**config.mk**
```make
export PLATFORM = sky130hd
export DESIGN_NAME = command_frame_packer_flat
export DESIGN_NICKNAME = d
export VERILOG_FILES = /design/src/hw/rtl/cfp_pkg.sv /design/src/hw/rtl/cfp_if.sv /design/src/hw/rtl/cfp_front.sv /design/src/hw/rtl/cfp_job_fifo.sv /design/src/hw/rtl/cfp_back.sv /design/src/hw/rtl/command_frame_packer.sv /design/src/flat_wrapper.sv
export SDC_FILE = /design/constraint.sdc
export NUM_CORES = 1
export LEC_CHECK = 0
export ABC_CLOCK_PERIOD_IN_PS = 6310
export BUFFER_PORTS_ARGS = -buffer_cell sky130_fd_sc_hd__buf_2
export CAP_MARGIN = 15
export CORE_MARGIN = 8
export CORE_UTILIZATION = 67
export CTS_CLUSTER_DIAMETER = 200
export CTS_CLUSTER_SIZE = 30
export DETAILED_ROUTE_END_ITERATION = 6
export GPL_ROUTABILITY_DRIVEN = 0
export PLACE_DENSITY = 0.94
export SLEW_MARGIN = 15
export SYNTH_ARGS = -nofsm -noshare
export SYNTH_HDL_FRONTEND = slang
export SYNTH_HIERARCHICAL = 1
export SYNTH_SLANG_ARGS = --single-unit
```
**constraint.sdc**
```tcl
create_clock -name clk -period 6.31 [get_ports clk]
set_input_delay 0.631 -clock clk [delete_from_list [all_inputs] [get_ports clk]]
set_output_delay 0.631 -clock clk [all_outputs]
set_load 0.01 [all_outputs]
```
**src/hw/rtl/cfp_pkg.sv**
```systemverilog
// Package for the command frame packer: framing constants, byte slots and shared types.
package cfp_pkg;

  // Fixed frame bytes and length constants.
  localparam logic [7:0] HEAD_HI   = 8'h55;
  localparam logic [7:0] HEAD_LO   = 8'hAA;
  localparam logic [7:0] TAIL_BYTE = 8'hF0;
  localparam logic [3:0] LEN_MASK  = 4'hF;
  localparam logic [7:0] LEN_EXTRA = 8'd2;

  // Default depth of the job queue between front and back.
  localparam int CFP_QUEUE_DEPTH = 4;

  // Position of a byte within the emitted sequence of one job.
  typedef enum logic [2:0] {
    SLOT_HEAD_HI = 3'd0,
    SLOT_HEAD_LO = 3'd1,
    SLOT_ADDR    = 3'd2,
    SLOT_LEN     = 3'd3,
    SLOT_CMD0    = 3'd4,
    SLOT_DATA    = 3'd5,
    SLOT_XOR     = 3'd6,
    SLOT_TAIL    = 3'd7
  } slot_t;

  // Front-end framing state.
  typedef enum logic [1:0] {
    FR_IDLE,
    FR_WAIT_CMD1,
    FR_PAYLOAD
  } frame_state_t;

  // One unit of work for the back end: a header burst or a single payload byte.
  typedef struct packed {
    logic       header;
    logic [7:0] addr;
    logic [7:0] len;
    logic [7:0] cmd0;
    logic [7:0] data;
    logic [7:0] xsum;
    logic       trailer;
  } job_t;

  // Job write request from the front end into the queue.
  typedef struct packed {
    logic valid;
    job_t job;
  } push_t;

endpackage

```
**src/hw/rtl/cfp_if.sv**
```systemverilog
// Stream interfaces for the command input channel and the framed byte output channel.
interface cfp_in_if;
  import cfp_pkg::*;
  logic       valid;
  logic       ready;
  logic [7:0] cmd_byte;
  logic       frame_start;
  logic [7:0] module_addr;

  modport source (output valid, output cmd_byte, output frame_start, output module_addr,
                  input ready);
  modport sink   (input valid, input cmd_byte, input frame_start, input module_addr,
                  output ready);
endinterface

interface cfp_out_if;
  import cfp_pkg::*;
  logic       valid;
  logic       ready;
  logic [7:0] tx_byte;
  logic       run_last;
  logic       frame_end;

  modport source (output valid, output tx_byte, output run_last, output frame_end,
                  input ready);
  modport sink   (input valid, input tx_byte, input run_last, input frame_end,
                  output ready);
endinterface

```
**src/hw/rtl/cfp_front.sv**
```systemverilog
// Front end: tracks frame position, accumulates the checksum and issues jobs.
module cfp_front
  import cfp_pkg::*;
(
  input  logic       clk,
  input  logic       rst_n,
  input  logic       accept,
  input  logic [7:0] cmd_byte,
  input  logic       frame_start,
  input  logic [7:0] module_addr,
  output push_t      push
);

  frame_state_t state_r, state_nxt;
  logic [7:0]   held_first_r, held_first_nxt;
  logic [7:0]   held_addr_r, held_addr_nxt;
  logic [7:0]   xsum_r, xsum_nxt;
  logic [3:0]   count_r, count_nxt;
  logic [3:0]   taken_r, taken_nxt;

  logic [3:0]   nibble;
  logic [7:0]   len_byte;
  logic [7:0]   hdr_xsum;
  logic [7:0]   pay_xsum;
  logic         last_payload;

  // Values derived from the incoming byte.
  assign nibble       = cmd_byte[3:0] & LEN_MASK;
  assign len_byte     = {4'd0, nibble} + LEN_EXTRA;
  assign hdr_xsum     = held_addr_r ^ len_byte ^ held_first_r ^ cmd_byte;
  assign pay_xsum     = xsum_r ^ cmd_byte;
  assign last_payload = (taken_r + 4'd1) == count_r;

  // Next-state logic.
  always_comb begin
    state_nxt = state_r;
    if (accept) begin
      if (frame_start) begin
        state_nxt = FR_WAIT_CMD1;
      end else begin
        unique case (state_r)
          FR_IDLE:      state_nxt = FR_IDLE;
          FR_WAIT_CMD1: state_nxt = (nibble == 4'd0) ? FR_IDLE : FR_PAYLOAD;
          FR_PAYLOAD:   state_nxt = last_payload ? FR_IDLE : FR_PAYLOAD;
          default:      state_nxt = FR_IDLE;
        endcase
      end
    end
  end

  // Output and datapath logic.
  always_comb begin
    held_first_nxt = held_first_r;
    held_addr_nxt  = held_addr_r;
    xsum_nxt       = xsum_r;
    count_nxt      = count_r;
    taken_nxt      = taken_r;
    push.valid     = 1'b0;
    push.job       = '{header: 1'b0, addr: held_addr_r, len: len_byte, cmd0: held_first_r,
                       data: cmd_byte, xsum: pay_xsum, trailer: 1'b0};
    if (accept) begin
      if (frame_start) begin
        held_first_nxt = cmd_byte;
        held_addr_nxt  = module_addr;
        xsum_nxt       = 8'd0;
        count_nxt      = 4'd0;
      end else begin
        unique case (state_r)
          FR_IDLE: begin
          end
          FR_WAIT_CMD1: begin
            push.valid       = 1'b1;
            push.job.header  = 1'b1;
            push.job.xsum    = hdr_xsum;
            push.job.trailer = (nibble == 4'd0);
            xsum_nxt         = hdr_xsum;
            count_nxt        = nibble;
            taken_nxt        = 4'd0;
          end
          FR_PAYLOAD: begin
            push.valid       = 1'b1;
            push.job.trailer = last_payload;
            xsum_nxt         = pay_xsum;
            taken_nxt        = taken_r + 4'd1;
          end
          default: begin
          end
        endcase
      end
    end
  end

  // Control state.
  always_ff @(posedge clk) begin
    if (!rst_n) begin
      state_r <= FR_IDLE;
    end else begin
      state_r <= state_nxt;
    end
  end

  // Frame contents; only read after a frame start has loaded them.
  always_ff @(posedge clk) begin
    held_first_r <= held_first_nxt;
    held_addr_r  <= held_addr_nxt;
    xsum_r       <= xsum_nxt;
    count_r      <= count_nxt;
    taken_r      <= taken_nxt;
  end

endmodule

```
**src/hw/rtl/cfp_job_fifo.sv**
```systemverilog
// Short job queue that decouples the front end from the byte sequencer.
module cfp_job_fifo
  import cfp_pkg::*;
#(
  parameter int DEPTH = CFP_QUEUE_DEPTH
) (
  input  logic  clk,
  input  logic  rst_n,
  input  push_t push,
  input  logic  pop,
  output job_t  head,
  output logic  head_valid,
  output logic  full
);

  localparam int IW = (DEPTH > 1) ? $clog2(DEPTH) : 1;
  localparam int CW = $clog2(DEPTH + 1);

  job_t          mem_r [DEPTH];
  logic [IW-1:0] wr_ptr_r, wr_ptr_nxt;
  logic [IW-1:0] rd_ptr_r, rd_ptr_nxt;
  logic [CW-1:0] count_r, count_nxt;
  logic          do_push;
  logic          do_pop;

  assign full       = (count_r == CW'(DEPTH));
  assign head_valid = (count_r != '0);
  assign head       = mem_r[rd_ptr_r];
  assign do_push    = push.valid && !full;
  assign do_pop     = pop && head_valid;

  // Pointer and occupancy update.
  always_comb begin
    wr_ptr_nxt = wr_ptr_r;
    rd_ptr_nxt = rd_ptr_r;
    count_nxt  = count_r;
    if (do_push) begin
      wr_ptr_nxt = (wr_ptr_r == IW'(DEPTH - 1)) ? '0 : wr_ptr_r + 1'b1;
    end
    if (do_pop) begin
      rd_ptr_nxt = (rd_ptr_r == IW'(DEPTH - 1)) ? '0 : rd_ptr_r + 1'b1;
    end
    case ({do_push, do_pop})
      2'b10:   count_nxt = count_r + 1'b1;
      2'b01:   count_nxt = count_r - 1'b1;
      default: count_nxt = count_r;
    endcase
  end

  always_ff @(posedge clk) begin
    if (!rst_n) begin
      wr_ptr_r <= '0;
      rd_ptr_r <= '0;
      count_r  <= '0;
    end else begin
      wr_ptr_r <= wr_ptr_nxt;
      rd_ptr_r <= rd_ptr_nxt;
      count_r  <= count_nxt;
    end
  end

  // Job storage.
  always_ff @(posedge clk) begin
    if (do_push) begin
      mem_r[wr_ptr_r] <= push.job;
    end
  end

endmodule

```
**src/hw/rtl/cfp_back.sv**
```systemverilog
// Back end: walks each queued job slot by slot and drives the registered byte output.
module cfp_back
  import cfp_pkg::*;
(
  input  logic       clk,
  input  logic       rst_n,
  input  job_t       head,
  input  logic       head_valid,
  output logic       pop,
  output logic       out_valid,
  input  logic       out_ready,
  output logic [7:0] tx_byte,
  output logic       run_last,
  output logic       frame_end
);

  logic       started_r, started_nxt;
  slot_t      slot_r, slot_nxt;
  logic       valid_r, valid_nxt;
  logic [7:0] byte_r, byte_nxt;
  logic       last_r, last_nxt;
  logic       tail_r, tail_nxt;

  slot_t      slot;
  slot_t      final_slot;
  logic       advance;
  logic       emit;

  // The output register may load when empty or while its contents are taken.
  assign advance    = !valid_r || out_ready;
  assign emit       = advance && head_valid;
  assign slot       = started_r ? slot_r : (head.header ? SLOT_HEAD_HI : SLOT_DATA);
  assign final_slot = head.trailer ? SLOT_TAIL : SLOT_DATA;
  assign pop        = emit && (slot == final_slot);

  // Byte selection for the current slot.
  always_comb begin
    unique case (slot)
      SLOT_HEAD_HI: byte_nxt = HEAD_HI;
      SLOT_HEAD_LO: byte_nxt = HEAD_LO;
      SLOT_ADDR:    byte_nxt = head.addr;
      SLOT_LEN:     byte_nxt = head.len;
      SLOT_CMD0:    byte_nxt = head.cmd0;
      SLOT_DATA:    byte_nxt = head.data;
      SLOT_XOR:     byte_nxt = head.xsum;
      SLOT_TAIL:    byte_nxt = TAIL_BYTE;
      default:      byte_nxt = head.data;
    endcase
  end

  // Sequencer and output register update.
  always_comb begin
    started_nxt = started_r;
    slot_nxt    = slot_r;
    valid_nxt   = valid_r;
    last_nxt    = (slot == final_slot);
    tail_nxt    = (slot == SLOT_TAIL);
    if (advance) begin
      valid_nxt = head_valid;
    end
    if (emit) begin
      if (pop) begin
        started_nxt = 1'b0;
      end else begin
        started_nxt = 1'b1;
        slot_nxt    = slot_t'(slot + 3'd1);
      end
    end
  end

  always_ff @(posedge clk) begin
    if (!rst_n) begin
      started_r <= 1'b0;
      valid_r   <= 1'b0;
    end else begin
      started_r <= started_nxt;
      valid_r   <= valid_nxt;
    end
  end

  // Payload registers hold while the receiver stalls.
  always_ff @(posedge clk) begin
    slot_r <= slot_nxt;
    if (emit) begin
      byte_r <= byte_nxt;
      last_r <= last_nxt;
      tail_r <= tail_nxt;
    end
  end

  assign out_valid = valid_r;
  assign tx_byte   = byte_r;
  assign run_last  = last_r;
  assign frame_end = tail_r;

endmodule

```
**src/hw/rtl/command_frame_packer.sv**
```systemverilog
// Top level of the command frame packer: front end, job queue and byte sequencer.
//
// Usage: commands arrive on in_ch one byte per transaction. A transaction with
// frame_start high carries the first command byte and the module address; it is
// held and produces no output. The second byte releases a burst of six bytes
// (0x55, 0xAA, address, count plus 2, first byte, second byte), or eight when
// the payload count is zero, since checksum and 0xF0 tail then follow at once.
// Each payload byte gives one output byte; the last one also gives checksum and
// tail. Bytes with no frame open are dropped. out_ch carries one framed byte per
// transaction, with run_last on the final byte caused by an input transaction
// and frame_end on the tail.
// Throughput: one output byte per cycle from the sequencer while the receiver is
// ready, so payload bytes then pass at one per cycle; during a header burst the
// job queue (QUEUE_DEPTH entries) keeps accepting input until it fills.
// Bytes pass through the job queue and then the registered output.
// Reset clears the framing state, the queue and the output valid flag. When the
// receiver stalls, the output byte holds and in_ch.ready falls once the queue
// is full.
module command_frame_packer
  import cfp_pkg::*;
#(
  parameter int QUEUE_DEPTH = CFP_QUEUE_DEPTH
) (
  input logic         clk,
  input logic         rst_n,
  cfp_in_if.sink      in_ch,
  cfp_out_if.source   out_ch
);

  push_t push;
  job_t  head;
  logic  head_valid;
  logic  pop;
  logic  full;
  logic  accept;

  assign in_ch.ready = !full;
  assign accept      = in_ch.valid && !full;

  cfp_front u_front (
    .clk         (clk),
    .rst_n       (rst_n),
    .accept      (accept),
    .cmd_byte    (in_ch.cmd_byte),
    .frame_start (in_ch.frame_start),
    .module_addr (in_ch.module_addr),
    .push        (push)
  );

  cfp_job_fifo #(
    .DEPTH (QUEUE_DEPTH)
  ) u_fifo (
    .clk        (clk),
    .rst_n      (rst_n),
    .push       (push),
    .pop        (pop),
    .head       (head),
    .head_valid (head_valid),
    .full       (full)
  );

  cfp_back u_back (
    .clk        (clk),
    .rst_n      (rst_n),
    .head       (head),
    .head_valid (head_valid),
    .pop        (pop),
    .out_valid  (out_ch.valid),
    .out_ready  (out_ch.ready),
    .tx_byte    (out_ch.tx_byte),
    .run_last   (out_ch.run_last),
    .frame_end  (out_ch.frame_end)
  );

endmodule

```
**src/flat_wrapper.sv**
```systemverilog
// flat-port wrapper written by rule: the top's interface ports become plain ports
module command_frame_packer_flat import cfp_pkg::*;
#(
  parameter int QUEUE_DEPTH = CFP_QUEUE_DEPTH
)
  (clk, rst_n, in_ch_valid, in_ch_cmd_byte, in_ch_frame_start, in_ch_module_addr, in_ch_ready, out_ch_valid, out_ch_tx_byte, out_ch_run_last, out_ch_frame_end, out_ch_ready);
  cfp_in_if in_ch_i ();
  cfp_out_if out_ch_i ();
  input logic clk;
  input logic rst_n;
  input wire logic [$bits(in_ch_i.valid)-1:0] in_ch_valid;
  input wire logic [$bits(in_ch_i.cmd_byte)-1:0] in_ch_cmd_byte;
  input wire logic [$bits(in_ch_i.frame_start)-1:0] in_ch_frame_start;
  input wire logic [$bits(in_ch_i.module_addr)-1:0] in_ch_module_addr;
  output wire logic [$bits(in_ch_i.ready)-1:0] in_ch_ready;
  output wire logic [$bits(out_ch_i.valid)-1:0] out_ch_valid;
  output wire logic [$bits(out_ch_i.tx_byte)-1:0] out_ch_tx_byte;
  output wire logic [$bits(out_ch_i.run_last)-1:0] out_ch_run_last;
  output wire logic [$bits(out_ch_i.frame_end)-1:0] out_ch_frame_end;
  input wire logic [$bits(out_ch_i.ready)-1:0] out_ch_ready;
  assign in_ch_i.valid = in_ch_valid;
  assign in_ch_i.cmd_byte = in_ch_cmd_byte;
  assign in_ch_i.frame_start = in_ch_frame_start;
  assign in_ch_i.module_addr = in_ch_module_addr;
  assign in_ch_ready = in_ch_i.ready;
  assign out_ch_valid = out_ch_i.valid;
  assign out_ch_tx_byte = out_ch_i.tx_byte;
  assign out_ch_run_last = out_ch_i.run_last;
  assign out_ch_frame_end = out_ch_i.frame_end;
  assign out_ch_i.ready = out_ch_ready;
  command_frame_packer #(.QUEUE_DEPTH(QUEUE_DEPTH)) u_core (.clk(clk), .rst_n(rst_n), .in_ch(in_ch_i), .out_ch(out_ch_i));
endmodule
```
==> out/summary.txt <==
max-slew violations: 0
Setup CP Type: reg -> reg
critical hold path startpoint: in_ch_module_addr[4]
clock-pin slew on the worst setup and hold paths: 110 ps
Min-Delay Path Depth: 1
initial drt markers: 471
Worst Reg-to-Reg Cells: 13
Worst Setup Start Kind: flip-flop
critical path's largest stage delay: 640 ps
Top delay family on crit path: simple AND/OR/NAND/NOR gates
CTS max path bufs: 3
worst vdd ir: 0.150 mV
Worst Hold Endpoint: u_core/u_front/held_addr_r[4]
worst path cell trace: buf_4 -> mux4_1 -> or3_2 -> o21ai_2 -> nor2b_1 -> o31ai_1 -> inv_1 -> ha_1 -> inv_1 -> fa_1 -> xor2_1 -> or3_1 -> a21boi_0
Root Driver: clkbuf_16
vias: 4665
PostCTS Resize Cnt: 0
initial core utilization: 68.2%
vias in the first global route: 4836
wire length per cell: 24.7 um
fill cell count: 804
clock tree from TritonCTS: yes
Die Ht: 135 um
dpl ws: 2450 ps
first-pass GRT wire length: 27200 um
Power Density: 257 nW/um^2
most common cell in the netlist: edfxtp_1
CP most frequent cell: inv_1
Crit-path slowest cell: dfxtp_2
drt total wl: 17700 um
die area: 18100 um^2
DR vias/cell: 6.51
sequential fraction of the synthesis area: 70.6%
Synth Instances: 519
Fin Clk Skew: 17.3 ps
met1 wire length: 6640 um
top_reg_cell synth: edfxtp_1
fin worst setup slack: 2370 ps
Final ANT Viol Nets: 0
critical path data arrival time: 4320 ps
gr usage total: 19.6%
CTS H-tree depth: 1
cell taking the most area after synthesis: edfxtp_1
FFs w/ async S/R, synth: 0%
Area contributors post-synth: edfxtp_1 68%, mux4_2 9.6%, dfxtp_1 2.8%, ha_1 2.3%, xnor2_1 2.2%
fin crit period: 3940 ps
Congestion Overflow GR: 0
Post-synth top cells: 213 x edfxtp_1, 40 x mux4_2, 24 x xnor2_1
actual slew at the worst max-slew pin: 1180 ps
DR WL met3: 1470 um
TritonRoute pass-1 iters: 6
Post-synth EDFFs: 213
clock latency on the worst-skew pair: 460 ps
Row Count: 43
Num CTS Buffers: 11
hpwl dp: 11000 um
Crit Reg-Reg Endpoint: u_core/u_fifo/count_r[2]
largest net degree at the start of global routing: 43
fmax: 0.254 GHz
Hold Path Class: in -> reg
Worst Path Required: 6690 ps
Cell Area, Synth: 9430 um^2
status: complete, no violations
Final period util: 62.5%
CTS sink cnt: 226
Cell variety after synth: 60
core footprint: 13800 um^2
footprint of the multi-input gates: 2440 um^2
P_leak: 3.17 nW
final net count: 574
Final setup viols: 0
slew margin rel.: 21.2%
diodes inserted: 0
layout cells sized above 1: 19.6%
Fin Setup TNS: 0 ps
IO Pins: 33
Max-Cap Viols: 0
initial antenna violation count: 0
RSZ-0062 raised after global routing: no
Synth Area per Inst: 18.2 um^2
yosys warns: 6
Synth top area share: 67.8%
Setup Fix Bufs, Post-CTS: 0
FF+latch area: 6660 um^2
P&R area growth vs syn: 4.79%
IO Port Bufs: 32
WL met2: 9180 um
die width: 135 um
WP buf/inv: 3
r2r setup slk: 2370 ps
highest routed layer: met4
drc violations: 0
crit-path max FO: 26
hold buffer count at cts: 0
Synth Register Bits: 226
Final Hold Viols: 0
CP endpoint kind: flip-flop
[layout by cell type (no fill, tap or decap), drive strengths merged, types with 2 or more instances in the layout]
cell type / instances
edfxtp: 213
mux4: 42
buf: 34
xnor2: 24
nor2: 23
inv: 19
ha: 17
nand2: 16
clkbuf: 14
a21oi: 13
o21ai: 13
dfxtp: 13
and2: 11
nor2b: 10
mux2i: 8
xor2: 8
nand3: 6
o21a: 4
a211oi: 4
a222oi: 3
a221oi: 3
and3: 3
a32oi: 3
conb: 3
or3: 3
a22o: 2
o221ai: 2
o211ai: 2
nor3b: 2
nor4: 2
a21o: 2
[worst reg2reg max path, cell delays in order (launching register included)]
cell and delay [ps]:
dfxtp_2 640, buf_4 460, mux4_1 420, or3_2 500, o21ai_2 90, nor2b_1 150, o31ai_1 130, inv_1 100
ha_1 200, inv_1 80, fa_1 370, xor2_1 170, or3_1 320, a21boi_0 240
[layer usage]
metal  vias up  track usage (%)
li1       2030                -
met1      2363             25.1
met2       228             34.0
met3        44             2.86
met4         0             6.05
met5         -                0
[power breakdown]
group | switching [W] | internal, W | leakage [nW] | total, W
Clock | 0.000426 | 0.000330 | 0.146 | 0.000757
Combinational | 0.0000710 | 0.0000411 | 0.993 | 0.000112
Sequential | 0.0000122 | 0.00166 | 2.03 | 0.00167
Total | 0.000509 | 0.00203 | 3.17 | 0.00254
[kinds of logic (layout without fill, tap and decap cells)]
family / Yosys count / in the layout / synth area share (%)
flops: 226 / 226 / 70.6
other cells: 1 / 3 / 0.0398
simple gates: 80 / 80 / 4.57
mux: 51 / 51 / 11.1
fa+ha+maj: 18 / 18 / 2.47
buf+inv: 51 / 67 / 3.61
xor+xnor: 33 / 33 / 3.21
compound gates: 59 / 59 / 4.42
[sequential cells by signal, summed over array words and instances, names as in the netlist, named ones only]
signal                       cells
u_core/u_back/frame_end          1
u_core/u_back/out_valid          1
u_core/u_back/run_last           1
u_core/u_back/slot_r             3
u_core/u_back/started_r          1
u_core/u_back/tx_byte            8
u_core/u_fifo/count_r            3
u_core/u_fifo/mem_r            168
u_core/u_fifo/rd_ptr_r           2
u_core/u_fifo/wr_ptr_r           2
u_core/u_front/count_r           4
u_core/u_front/held_addr_r       8
u_core/u_front/held_first_r      8
u_core/u_front/state_r           2
u_core/u_front/taken_r           4
u_core/u_front/xsum_r            8
[per-stage QoR]
stage	instance area [um^2]	cells	utilization (%)	power, W	hold slack, ps
after global routing	9880	717	71.5	0.00261	328
after global placement	9580	702	69.3	0.00181	478
final	9880	717	71.5	0.00254	337
after floorplan	9440	521	-	0.00178	468
after detailed placement	9580	702	69.3	0.00182	497
after CTS	9880	717	71.4	0.00255	332
[final cells by class]
| class | count | share of cell area (%) |
|---|---|---|
| inverters | 18 | 0.735 |
| flip-flops and latches | 226 | 67.4 |
| repair buffers | 34 | 1.77 |
| clock buffers | 14 | 2.90 |
| clock inverters | 1 | 0.165 |
| multi-input cells | 244 | 24.7 |
| well taps | 180 | 2.28 |
[worst max-delay path by stage]
stage                      from                        end  slack, ps  cells after the start
floorplan           in_ch_valid  u_core/u_fifo/mem_r[0][0]       3180                      5
global placement      flip-flop   u_core/u_fifo/count_r[2]       2710                     13
detailed placement    flip-flop   u_core/u_fifo/count_r[2]       2450                     13
CTS                   flip-flop   u_core/u_fifo/count_r[2]       2380                     13
global route          flip-flop   u_core/u_fifo/count_r[2]       2220                     13
finish                flip-flop   u_core/u_fifo/count_r[2]       2370                     13
(Power assumes the default switching activity.)
